[config.mk]
export PLATFORM = sky130hd
export DESIGN_NAME = deadline_window_monitor
export DESIGN_NICKNAME = d
export VERILOG_FILES = /design/src/hw/rtl/dwm_pkg.sv /design/src/hw/rtl/deadline_window_monitor.sv /design/src/hw/rtl/dwm_cfg.sv /design/src/hw/rtl/dwm_core.sv
export SDC_FILE = /design/constraint.sdc
export NUM_CORES = 1
export LEC_CHECK = 0
export BUFFER_PORTS_ARGS = -buffer_cell sky130_fd_sc_hd__buf_4
export CAP_MARGIN = 20
export CORE_ASPECT_RATIO = 1.75
export CORE_MARGIN = 2
export CORE_UTILIZATION = 50
export DETAILED_ROUTE_END_ITERATION = 6
export PLACE_DENSITY_LB_ADDON = 0.3
export SYNTH_ARGS = -nofsm -noshare
export SYNTH_HDL_FRONTEND = slang
export SYNTH_SLANG_ARGS = --single-unit
[constraint.sdc]
create_clock -name clk -period 7.09 [get_ports clk]
set_input_delay 1.418 -clock clk [delete_from_list [all_inputs] [get_ports clk]]
set_output_delay 1.418 -clock clk [all_outputs]
set_load 0.01 [all_outputs]
[src/hw/rtl/dwm_pkg.sv]
package dwm_pkg;

  // Configuration register width and default values
  localparam int CFG_W           = 24;
  localparam int DEF_TIME_BITS   = 32;
  localparam int DEF_TIMER_BITS  = 24;
  localparam logic [CFG_W-1:0] MIN_DEADLINE_RST = 24'd0;
  localparam logic [CFG_W-1:0] MAX_DEADLINE_RST = 24'd1000;

  // Configuration register indexes
  localparam logic REG_MIN_DEADLINE = 1'b0;
  localparam logic REG_MAX_DEADLINE = 1'b1;

  // Item kinds carried in the input tuser
  localparam logic [1:0] FUNC_SOURCE = 2'd0;
  localparam logic [1:0] FUNC_TARGET = 2'd1;
  localparam logic [1:0] FUNC_OTHER  = 2'd2;
  localparam logic [1:0] FUNC_TICK   = 2'd3;

  // Deadline window as seen by the checker core
  typedef struct packed {
    logic [CFG_W-1:0] min_ms;
    logic [CFG_W-1:0] max_ms;
  } dwm_cfg_t;

endpackage

[src/hw/rtl/deadline_window_monitor.sv]
// Channel  Dir  Words
// in_      in   tuser[1:0] kind, tdata event time in ms
// out_     out  tdata[0] verdict (1 = incorrect), tuser[0] timer expiry
// cfg_     in   write only: index 0 min deadline, index 1 max deadline
//
// One word per cycle sustained while out_tready is high; a word passes the
// input register, then the output register. Kinds with no result (a tick
// without expiry, target while disarmed) leave nothing on the output. Reset
// is synchronous: monitor disarmed, timer stopped, status correct. A stall
// on out_tready holds the result register and backs up into in_tready.
module deadline_window_monitor
  import dwm_pkg::*;
#(
  parameter int TIME_BITS  = DEF_TIME_BITS,
  parameter int TIMER_BITS = DEF_TIMER_BITS
) (
  input  logic                                clk,
  input  logic                                rst_n,
  // tdata: event_time_ms
  input  logic [((TIME_BITS + 7) / 8) * 8-1:0] in_tdata,
  // tuser: func
  input  logic [1:0]                          in_tuser,
  input  logic                                in_tvalid,
  output logic                                in_tready,
  // tdata: verdict, zero padded
  output logic [7:0]                          out_tdata,
  // tuser: from_timeout
  output logic                                out_tuser,
  output logic                                out_tvalid,
  input  logic                                out_tready,
  input  logic                                cfg_wr_en,
  input  logic                                cfg_addr,
  input  logic [CFG_W-1:0]                    cfg_wr_data
);

  dwm_cfg_t             cfg;
  logic                 s1_valid_r;
  logic [1:0]           s1_func_r;
  logic [TIME_BITS-1:0] s1_time_r;
  logic                 take;
  logic                 verdict;

  dwm_cfg u_cfg (
    .clk         (clk),
    .rst_n       (rst_n),
    .cfg_wr_en   (cfg_wr_en),
    .cfg_addr    (cfg_addr),
    .cfg_wr_data (cfg_wr_data),
    .cfg         (cfg)
  );

  // Input register
  assign in_tready = !s1_valid_r || take;

  always_ff @(posedge clk) begin
    if (!rst_n) begin
      s1_valid_r <= 1'b0;
    end else if (in_tready) begin
      s1_valid_r <= in_tvalid;
    end
  end

  always_ff @(posedge clk) begin
    if (in_tvalid && in_tready) begin
      s1_func_r <= in_tuser;
      s1_time_r <= in_tdata[TIME_BITS-1:0];
    end
  end

  dwm_core #(
    .TIME_BITS  (TIME_BITS),
    .TIMER_BITS (TIMER_BITS)
  ) u_core (
    .clk         (clk),
    .rst_n       (rst_n),
    .cfg         (cfg),
    .item_valid  (s1_valid_r),
    .item_func   (s1_func_r),
    .item_time   (s1_time_r),
    .item_take   (take),
    .res_valid   (out_tvalid),
    .res_verdict (verdict),
    .res_timeout (out_tuser),
    .res_ready   (out_tready)
  );

  assign out_tdata = {7'd0, verdict};

`ifndef SYNTHESIS
  // Expiry reports are always incorrect
  a_timeout_incorrect: assert property (@(posedge clk) disable iff (!rst_n)
    out_tvalid && out_tuser |-> out_tdata[0])
    else $error("timer expiry reported as correct");

  // A new result only follows a staged word
  a_result_source: assert property (@(posedge clk) disable iff (!rst_n)
    $rose(out_tvalid) |-> $past(s1_valid_r))
    else $error("result without staged word");

  // Staged word is consumed whenever the result slot is free
  a_stage_drain: assert property (@(posedge clk) disable iff (!rst_n)
    s1_valid_r && (!out_tvalid || out_tready) |-> take)
    else $error("staged word not consumed");
`endif

endmodule

[src/hw/rtl/dwm_cfg.sv]
module dwm_cfg
  import dwm_pkg::*;
(
  input  logic             clk,
  input  logic             rst_n,
  input  logic             cfg_wr_en,
  input  logic             cfg_addr,
  input  logic [CFG_W-1:0] cfg_wr_data,
  output dwm_cfg_t         cfg
);

  logic [CFG_W-1:0] min_r;
  logic [CFG_W-1:0] max_r;

  // Register file, write only
  always_ff @(posedge clk) begin
    if (!rst_n) begin
      min_r <= MIN_DEADLINE_RST;
      max_r <= MAX_DEADLINE_RST;
    end else if (cfg_wr_en) begin
      unique case (cfg_addr)
        REG_MIN_DEADLINE: min_r <= cfg_wr_data;
        REG_MAX_DEADLINE: max_r <= cfg_wr_data;
        default: ;
      endcase
    end
  end

  assign cfg.min_ms = min_r;
  assign cfg.max_ms = max_r;

endmodule

[src/hw/rtl/dwm_core.sv]
module dwm_core
  import dwm_pkg::*;
#(
  parameter int TIME_BITS  = DEF_TIME_BITS,
  parameter int TIMER_BITS = DEF_TIMER_BITS
) (
  input  logic                 clk,
  input  logic                 rst_n,
  input  dwm_cfg_t             cfg,
  // staged word from the input register
  input  logic                 item_valid,
  input  logic [1:0]           item_func,
  input  logic [TIME_BITS-1:0] item_time,
  output logic                 item_take,
  // result register
  output logic                 res_valid,
  output logic                 res_verdict,
  output logic                 res_timeout,
  input  logic                 res_ready
);

  localparam int DW = (TIME_BITS > CFG_W) ? TIME_BITS : CFG_W;
  localparam int EW = (TIMER_BITS > CFG_W) ? TIMER_BITS : CFG_W;

  logic                  armed_r,   armed_nxt;
  logic [TIME_BITS-1:0]  src_time_r, src_time_nxt;
  logic                  run_r,     run_nxt;
  logic [TIMER_BITS-1:0] elapsed_r, elapsed_nxt;
  logic                  status_r,  status_nxt;
  logic                  res_valid_r, res_verdict_r, res_timeout_r;

  logic                  has_res;
  logic                  res_v, res_t;
  logic [TIME_BITS-1:0]  diff;
  logic [DW-1:0]         diff_ext;
  logic [TIMER_BITS-1:0] elapsed_inc;
  logic                  elapsed_sat;
  logic                  expired;

  // Result slot frees when empty or being drained this cycle
  assign item_take = item_valid && (!res_valid_r || res_ready);

  // Window and timer arithmetic
  assign diff        = item_time - src_time_r;
  assign diff_ext    = DW'(diff);
  assign elapsed_sat = (elapsed_r == {TIMER_BITS{1'b1}});
  assign elapsed_inc = elapsed_sat ? elapsed_r : elapsed_r + TIMER_BITS'(1);
  assign expired     = (EW'(elapsed_inc) >= EW'(cfg.max_ms)) ||
                       (elapsed_inc == {TIMER_BITS{1'b1}});

  // Per-item state update and result
  always_comb begin
    armed_nxt    = armed_r;
    src_time_nxt = src_time_r;
    run_nxt      = run_r;
    elapsed_nxt  = elapsed_r;
    status_nxt   = status_r;
    has_res      = 1'b0;
    res_v        = status_r;
    res_t        = 1'b0;
    if (item_take) begin
      unique case (item_func)
        FUNC_SOURCE: begin
          if (armed_r) begin
            status_nxt = 1'b1;
          end else begin
            status_nxt  = 1'b0;
            run_nxt     = 1'b1;
            elapsed_nxt = '0;
          end
          armed_nxt    = 1'b1;
          src_time_nxt = item_time;
          has_res      = 1'b1;
          res_v        = status_nxt;
        end
        FUNC_TARGET: begin
          run_nxt = 1'b0;
          if (armed_r) begin
            status_nxt   = (diff_ext < DW'(cfg.min_ms)) || (diff_ext > DW'(cfg.max_ms));
            armed_nxt    = 1'b0;
            src_time_nxt = '0;
            has_res      = 1'b1;
            res_v        = status_nxt;
          end
        end
        FUNC_OTHER: begin
          has_res = 1'b1;
        end
        FUNC_TICK: begin
          if (run_r) begin
            elapsed_nxt = elapsed_inc;
            if (expired) begin
              run_nxt      = 1'b0;
              status_nxt   = 1'b1;
              armed_nxt    = 1'b0;
              src_time_nxt = '0;
              has_res      = 1'b1;
              res_v        = 1'b1;
              res_t        = 1'b1;
            end
          end
        end
        default: ;
      endcase
    end
  end

  // Supervision state
  always_ff @(posedge clk) begin
    if (!rst_n) begin
      armed_r    <= 1'b0;
      src_time_r <= '0;
      run_r      <= 1'b0;
      elapsed_r  <= '0;
      status_r   <= 1'b0;
    end else begin
      armed_r    <= armed_nxt;
      src_time_r <= src_time_nxt;
      run_r      <= run_nxt;
      elapsed_r  <= elapsed_nxt;
      status_r   <= status_nxt;
    end
  end

  // Output register
  always_ff @(posedge clk) begin
    if (!rst_n) begin
      res_valid_r <= 1'b0;
    end else if (item_take && has_res) begin
      res_valid_r <= 1'b1;
    end else if (res_ready) begin
      res_valid_r <= 1'b0;
    end
  end

  always_ff @(posedge clk) begin
    if (item_take && has_res) begin
      res_verdict_r <= res_v;
      res_timeout_r <= res_t;
    end
  end

  assign res_valid   = res_valid_r;
  assign res_verdict = res_verdict_r;
  assign res_timeout = res_timeout_r;

endmodule
== Word level (Yosys, flattened, before mapping) ==
Cells that the tools add are included.
Word-level totals
  bits in registers: 145
  latch bits: 0
  memory bits (writable): 0
  memory bits (read-only): 0
  input port bits: 64
  memories kept: 0
Cells by class
  $add $sub $neg: 2
  $mul: 0
  divide/modulo/power cells: 0
  order comparisons: 3
  eq/ne operators: 9
  shifts and indexed selects: 0
  muxes and demuxes: 27
  bitwise logic cells: 1
  reductions and logical operators: 21
Operator list (number)
  $mux W32: 3
  $pmux W32 S3: 1
  $mux W24: 3
  $eq A24 B24 Y1 const B: 2
  $pmux W24 S2: 1
  $gt A32 B24 Y1: 1
  $lt A32 B24 Y1: 1
  $sub A32 B32 Y32: 1
  $add A24 B1 Y24 const B: 1
  $ge A24 B24 Y1: 1
  $mux W1: 15
  $pmux W1 S3: 4
  $reduce_and A4 Y1: 2
  $ne A2 B1 Y1 const B: 3
  $reduce_and A2 Y1: 3
  $reduce_and A5 Y1: 1
  $eq A2 B2 Y1 const B: 2
  $logic_or A1 B1 Y1: 4
  $reduce_bool A2 Y1: 2
  $logic_and A1 B1 Y1: 3
  $reduce_and A3 Y1: 1
  $reduce_bool A3 Y1: 1
  $eq A2 B1 Y1 const B: 1
  $logic_not A1 Y1: 2
  other kinds (4): 4

== Depth between registers and ports, before layout ==
  depth in word-level cells: 10
  depth in mapped cells: 22

== Modules after synthesis ==
A second synthesis with hierarchy kept.
Unflattened totals
  cells, all modules: 1191
  area total of the unflattened synthesis: 10184.8 µm²
Modules (own cells, without submodules)
  dwm_core: times used 1, cells each 953, area an instance 7171.9 µm², sequential area each 1261.2 µm²
  dwm_cfg: times used 1, cells each 190, area an instance 1870.5 µm², sequential area each 960.9 µm²
  deadline_window_monitor: times used 1, cells each 48, area an instance 1142.3 µm², sequential area each 1041.0 µm²

== Least setup slack after synthesis ==
Ideal clock, no wire load.
  kind: register to register
  start point: register s1_time_r[0]
  end point: register u_core.res_verdict_r, in the netlist u_core.res_verdict (data pin)
  arrival time: 3.964 ns
  slack: 2.857 ns
  cell stages (with the launch flop): 21
  buffers on the path: 0
  period minus slack after synthesis: 4.233 ns
  path through: edfxtp_1 inv_1 ha_1 inv_1 fa_1 a211oi_1 or3_1 a31oi_1 nor2_1 o21ai_0 xor2_1 ha_1 a21oi_1 nand2_1 a21o_1 o41a_1 o22a_1 a221oi_1 nand4b_1 o41ai_1 a21oi_1
Between the ends
  cells in the longest elaborated chain, start to end: 6
  elaborated cells between the ends (all ways): 7
  classes of those cells: add/sub: 1; order compare: 2; mux: 3; reduce/logical: 1
RTL lines
  from (decl): line deadline_window_monitor.sv:39  | logic [TIME_BITS-1:0] s1_time_r;
  from (signal assigned): line deadline_window_monitor.sv:66  | s1_time_r <= in_tdata[TIME_BITS-1:0];
  $sub A32 B32 Y32 (*): line dwm_core.sv:44  | assign diff = item_time - src_time_r;
  $lt A32 B24 Y1 or $gt A32 B24 Y1 (tied branches): line dwm_core.sv:79  | status_nxt = (diff_ext < DW'(cfg.min_ms)) || (diff_ext > DW'(cfg.max_ms));
  $logic_or A1 B1 Y1 (*): line dwm_core.sv:79
  $mux W1 (*): line dwm_core.sv:78  | if (armed_r) begin
  $pmux W1 S3 (*): line dwm_core.sv:62  | unique case (item_func)
  $mux W1 (*): line dwm_core.sv:61  | if (item_take) begin
  via u_core.res_v: line dwm_core.sv:33  | logic res_v, res_t;
  to (signal assigned): line dwm_core.sv:138  | res_verdict_r <= res_v;
  to (decl): line dwm_core.sv:30  | logic res_valid_r, res_verdict_r, res_timeout_r;
Mark *: on every way through the listed nets, which the timed path passes. The rest lies on a longest branch.
A chain may end at the register's enable or synchronous reset.

== Worst setup path after layout ==
Ends and elaborated chain as after synthesis.

==> results.txt <==
The flow ran to the end, and the final reports show no timing, DRC or antenna violations. CTS saw 145 sinks. The power per unit of standard cell area is 209 nW/um2.

The clock tree from TritonCTS is built. The number of max-slew violations in the final report is 0. The hold slack came out at 0.454 ns. The leakage dissipation came out at 0.00422 uW. In the routed design, unresolved DRC markers number 0. The worst setup path is of the register to register kind. The share of synthesized area occupied by flip-flops and latches came out at ~35%. In the final timing run, aggregate negative setup slack is 0 ns. Counting cells, the worst reg-to-reg path comes to 21. In this run, post-CTS repair resized a total of 0 instances.

The tree is rooted in a sky130_fd_sc_hd__clkbuf_16. For this block, the initial DRC count from the detailed router was 313. By area the synthesized netlist is led by sky130_fd_sc_hd__dfxtp_1, sky130_fd_sc_hd__ha_1, sky130_fd_sc_hd__edfxtp_1. The final-report setup violation count is 0. The number of antenna violations at the first check in global routing was 0. The number of global-route vias before repair is 8,025. Using the TritonRoute via totals, the vias-per-cell ratio works out to 5.82. Entering global routing, the biggest net connects 70 pins. The number of buffer cells added on primary ports came out at 67. The initial utilization of the core area, before any placement, comes to 50.8%. sky130_fd_sc_hd__nand2_1 is the most common cell in the netlist.

Setup repair after global routing left no endpoint under its margin. The number of nets in the finished design is between 1,000 and 1,500. IR analysis of the VDD net gives a maximum drop of between 0.2 and 0.3 mV. The clock-pin slew on the worst setup and hold paths came out at 0.06 ns. The cell area after synthesis is 9440 um2. The layout filler cell count came out at 1,733. The number of antenna repair diodes is 0. In this run, CTS created clock tree buffers numbering 17.

The detailed placer's ending HPWL is about 19,000 um. For this run the aggregate overflow at the end of global routing stands at 0. The commonest cells after synthesis are sky130_fd_sc_hd__nand2_1, sky130_fd_sc_hd__a21oi_1, sky130_fd_sc_hd__dfxtp_1, sky130_fd_sc_hd__ha_1, sky130_fd_sc_hd__inv_1.

The vertical die dimension is 186 um. The worst hold path passes through 2 cells. The path with the worst hold slack has its endpoint at u_cfg.max_r[14]. The final number of hold-violating endpoints came out at 0.

The clock skew is between 0.01 and 0.015 ns. For this design, the CTS-stage hold fixing added 0 buffers. The area of the core came out at 18,600 um2.

The launch point of the worst hold path is u_cfg.max_r[14]. The overall die width came out at 108 um. In this run the register-to-register setup slack is approximately 1.9 ns.

The H-tree depth came out at 4. The highest net fanout along the worst path came out at 5. The top cell type's share of synthesized area is 23.1%. The area of the die came out at 20,000 um2.

The transition time at the pin with the least slew margin came out at ~1.1 ns. The maximum count of clock buffers along a single path came out at 2. The standard-cell row count came out at 66. The path class of the tightest hold or removal check is register to register.

For this run, the number of Yosys warnings is 0. The headroom to the max-slew limit came out at 25.1%. The number of synthesized flops with an enable pin is 36.

The final route contains about 8,000 vias. Static timing analysis puts the maximum clock frequency at roughly 190 MHz. The remaining number of nets flagged by the antenna check after routing is 0.

The synthesized instance count came out at 1,113. The share of the core filled with cells is 57.4%. In this run the critical register-to-register path is launched from s1_time_r[0]. The share of the clock period used by the worst path came out at approximately three quarters. The data arrival at the endpoint of the critical path is roughly 5.4 ns. A synthesized cell averages around 8.5 um2. The overall routed net length is 23,700 um. The placer congestion estimate came out at 0.971.

The global-route wire length before repair is 38,700 um. The top flip-flop cell by instance count after synthesis is sky130_fd_sc_hd__dfxtp_1. Counting flops with an async set or reset pin after synthesis yields a share of 0%. The number of search-and-repair iterations in the first detailed-routing pass is 7. The post-detailed-route wirelength per cell is 16.9 um. Across the run, the number of max-cap violations was 0. The top-level I/O count is 75. The total power is 2230 uW. The flip-flop and latch count after synthesis is between 100 and 150. The number of distinct standard cells referenced by the synthesized netlist came out at 75.

The total global routing track utilization is 24.8%. The critical path startpoint category is a register. The source-to-sink clock delay at the later pin of the worst-skew pair came out at 0.44 ns.

The worst register-to-register path ends at u_core.res_verdict. STA classifies the critical path endpoint as a register. The cell accounting for the most synthesized area is sky130_fd_sc_hd__dfxtp_1. The area taken by multi-input logic gates is 5580 um2. The post-CTS setup buffer count came out at 0. The combined flip-flop and latch cell area is 3260 um2.

Cells with a size suffix above 1 make up 11.2% of the layout. The clock period minus final worst setup slack came out at 5.22 ns. The worst endpoint required time came out at 7.26 ns. The layout-stage area growth over the synthesis result came out at 12.9%.
[layer usage]
layer	GRT usage (%)	up-vias	wire length, um
li1	-	4095	-
met1	26.9	3792	9160
met2	44.8	210	12500
met3	3.61	68	827
met4	15.1	0	1270
met5	0	-	0
[cells by family after synthesis]
group | share of synthesized area [%]
buffers and inverters | 6.76
muxes | 0.318
DFF | 34.6
adders and majority gates | 13.9
other | 0.0397
AOI/OAI and AO/OA | 22.5
and+or+nand+nor | 18.1
xor gates and xnor gates | 3.80
[critical path, stage by stage (launching register included)]
cell                        delay (ns)
sky130_fd_sc_hd__edfxtp_1         0.35
sky130_fd_sc_hd__inv_1            0.05
sky130_fd_sc_hd__ha_1             0.20
sky130_fd_sc_hd__inv_1            0.07
sky130_fd_sc_hd__fa_1             0.23
sky130_fd_sc_hd__a211oi_1         0.11
sky130_fd_sc_hd__or3_1            0.44
sky130_fd_sc_hd__a31oi_1          0.28
sky130_fd_sc_hd__nor2_1           0.07
sky130_fd_sc_hd__o21ai_0          0.41
sky130_fd_sc_hd__a21oi_1          0.18
sky130_fd_sc_hd__xnor2_1          0.30
sky130_fd_sc_hd__ha_1             0.30
sky130_fd_sc_hd__o21ai_0          0.15
sky130_fd_sc_hd__o21ai_0          0.10
sky130_fd_sc_hd__o2111ai_1        0.11
sky130_fd_sc_hd__nand4b_1         0.22
sky130_fd_sc_hd__o22a_1           0.29
sky130_fd_sc_hd__a221oi_1         0.24
sky130_fd_sc_hd__nand4b_1         0.14
sky130_fd_sc_hd__o41ai_1          0.57
sky130_fd_sc_hd__a21oi_1          0.14
[how the worst max path moves through the flow]
stage	slack (ns)	cells past startpoint	startpoint	end
after floorplan	2.86	20	s1_time_r[0]	u_core.res_verdict
after global placement	2.10	20	s1_time_r[0]	u_core.res_verdict
after detailed placement	2.02	20	s1_time_r[0]	u_core.res_verdict
after CTS	1.97	20	s1_time_r[0]	u_core.res_verdict
after global routing	1.52	21	s1_time_r[0]	u_core.res_verdict
final	1.87	21	s1_time_r[0]	u_core.res_verdict
[registers in the layout, indices dropped and copies added, names as in the netlist]
signal              count
s1_func_r               2
s1_time_r              32
s1_valid_r              1
u_cfg.max_r            24
u_cfg.min_r            24
u_core.armed_r          1
u_core.elapsed_r       24
u_core.res_timeout      1
u_core.res_valid        1
u_core.res_verdict      1
u_core.run_r            1
u_core.src_time_r      32
u_core.status_r         1
[cell type report]
cell class,instances,area share [%]
clock inverter,14,1.63
clock buffer,18,4.12
sequential,145,30.6
inverter,96,3.38
timing repair buffer,73,5.14
tap,238,2.79
multi-input combinational,820,52.3
[report_power, final]
group | leakage (uW) | switching, uW | total [uW] | internal [uW]
clock | 0.000305 | 375 | 942 | 568
sequential | 0.00124 | 18.6 | 899 | 880
combinational | 0.00268 | 223 | 388 | 165
total | 0.00422 | 616 | 2230 | 1610
[cell usage in the layout (no fill, tap or decap), types with 35 or more instances in the layout]
cell type,count
sky130_fd_sc_hd__dfxtp_1,109
sky130_fd_sc_hd__nor2_1,57
sky130_fd_sc_hd__ha_1,103
sky130_fd_sc_hd__a21oi_1,111
sky130_fd_sc_hd__inv_1,95
sky130_fd_sc_hd__buf_4,73
sky130_fd_sc_hd__nand2_1,139
sky130_fd_sc_hd__edfxtp_1,36
sky130_fd_sc_hd__o21ai_0,42
sky130_fd_sc_hd__nand3_1,35
[per-stage QoR]
step | setup slack, ns | instance area (um2) | std cells
after floorplan | 2.86 | 9470 | 1119
after global placement | 2.10 | 10000 | 1372
after detailed placement | 2.02 | 10000 | 1372
after CTS | 1.97 | 10700 | 1404
after global routing | 1.52 | 10700 | 1404
final | 1.87 | 10700 | 1404
Power figures use the tool's default switching activity.
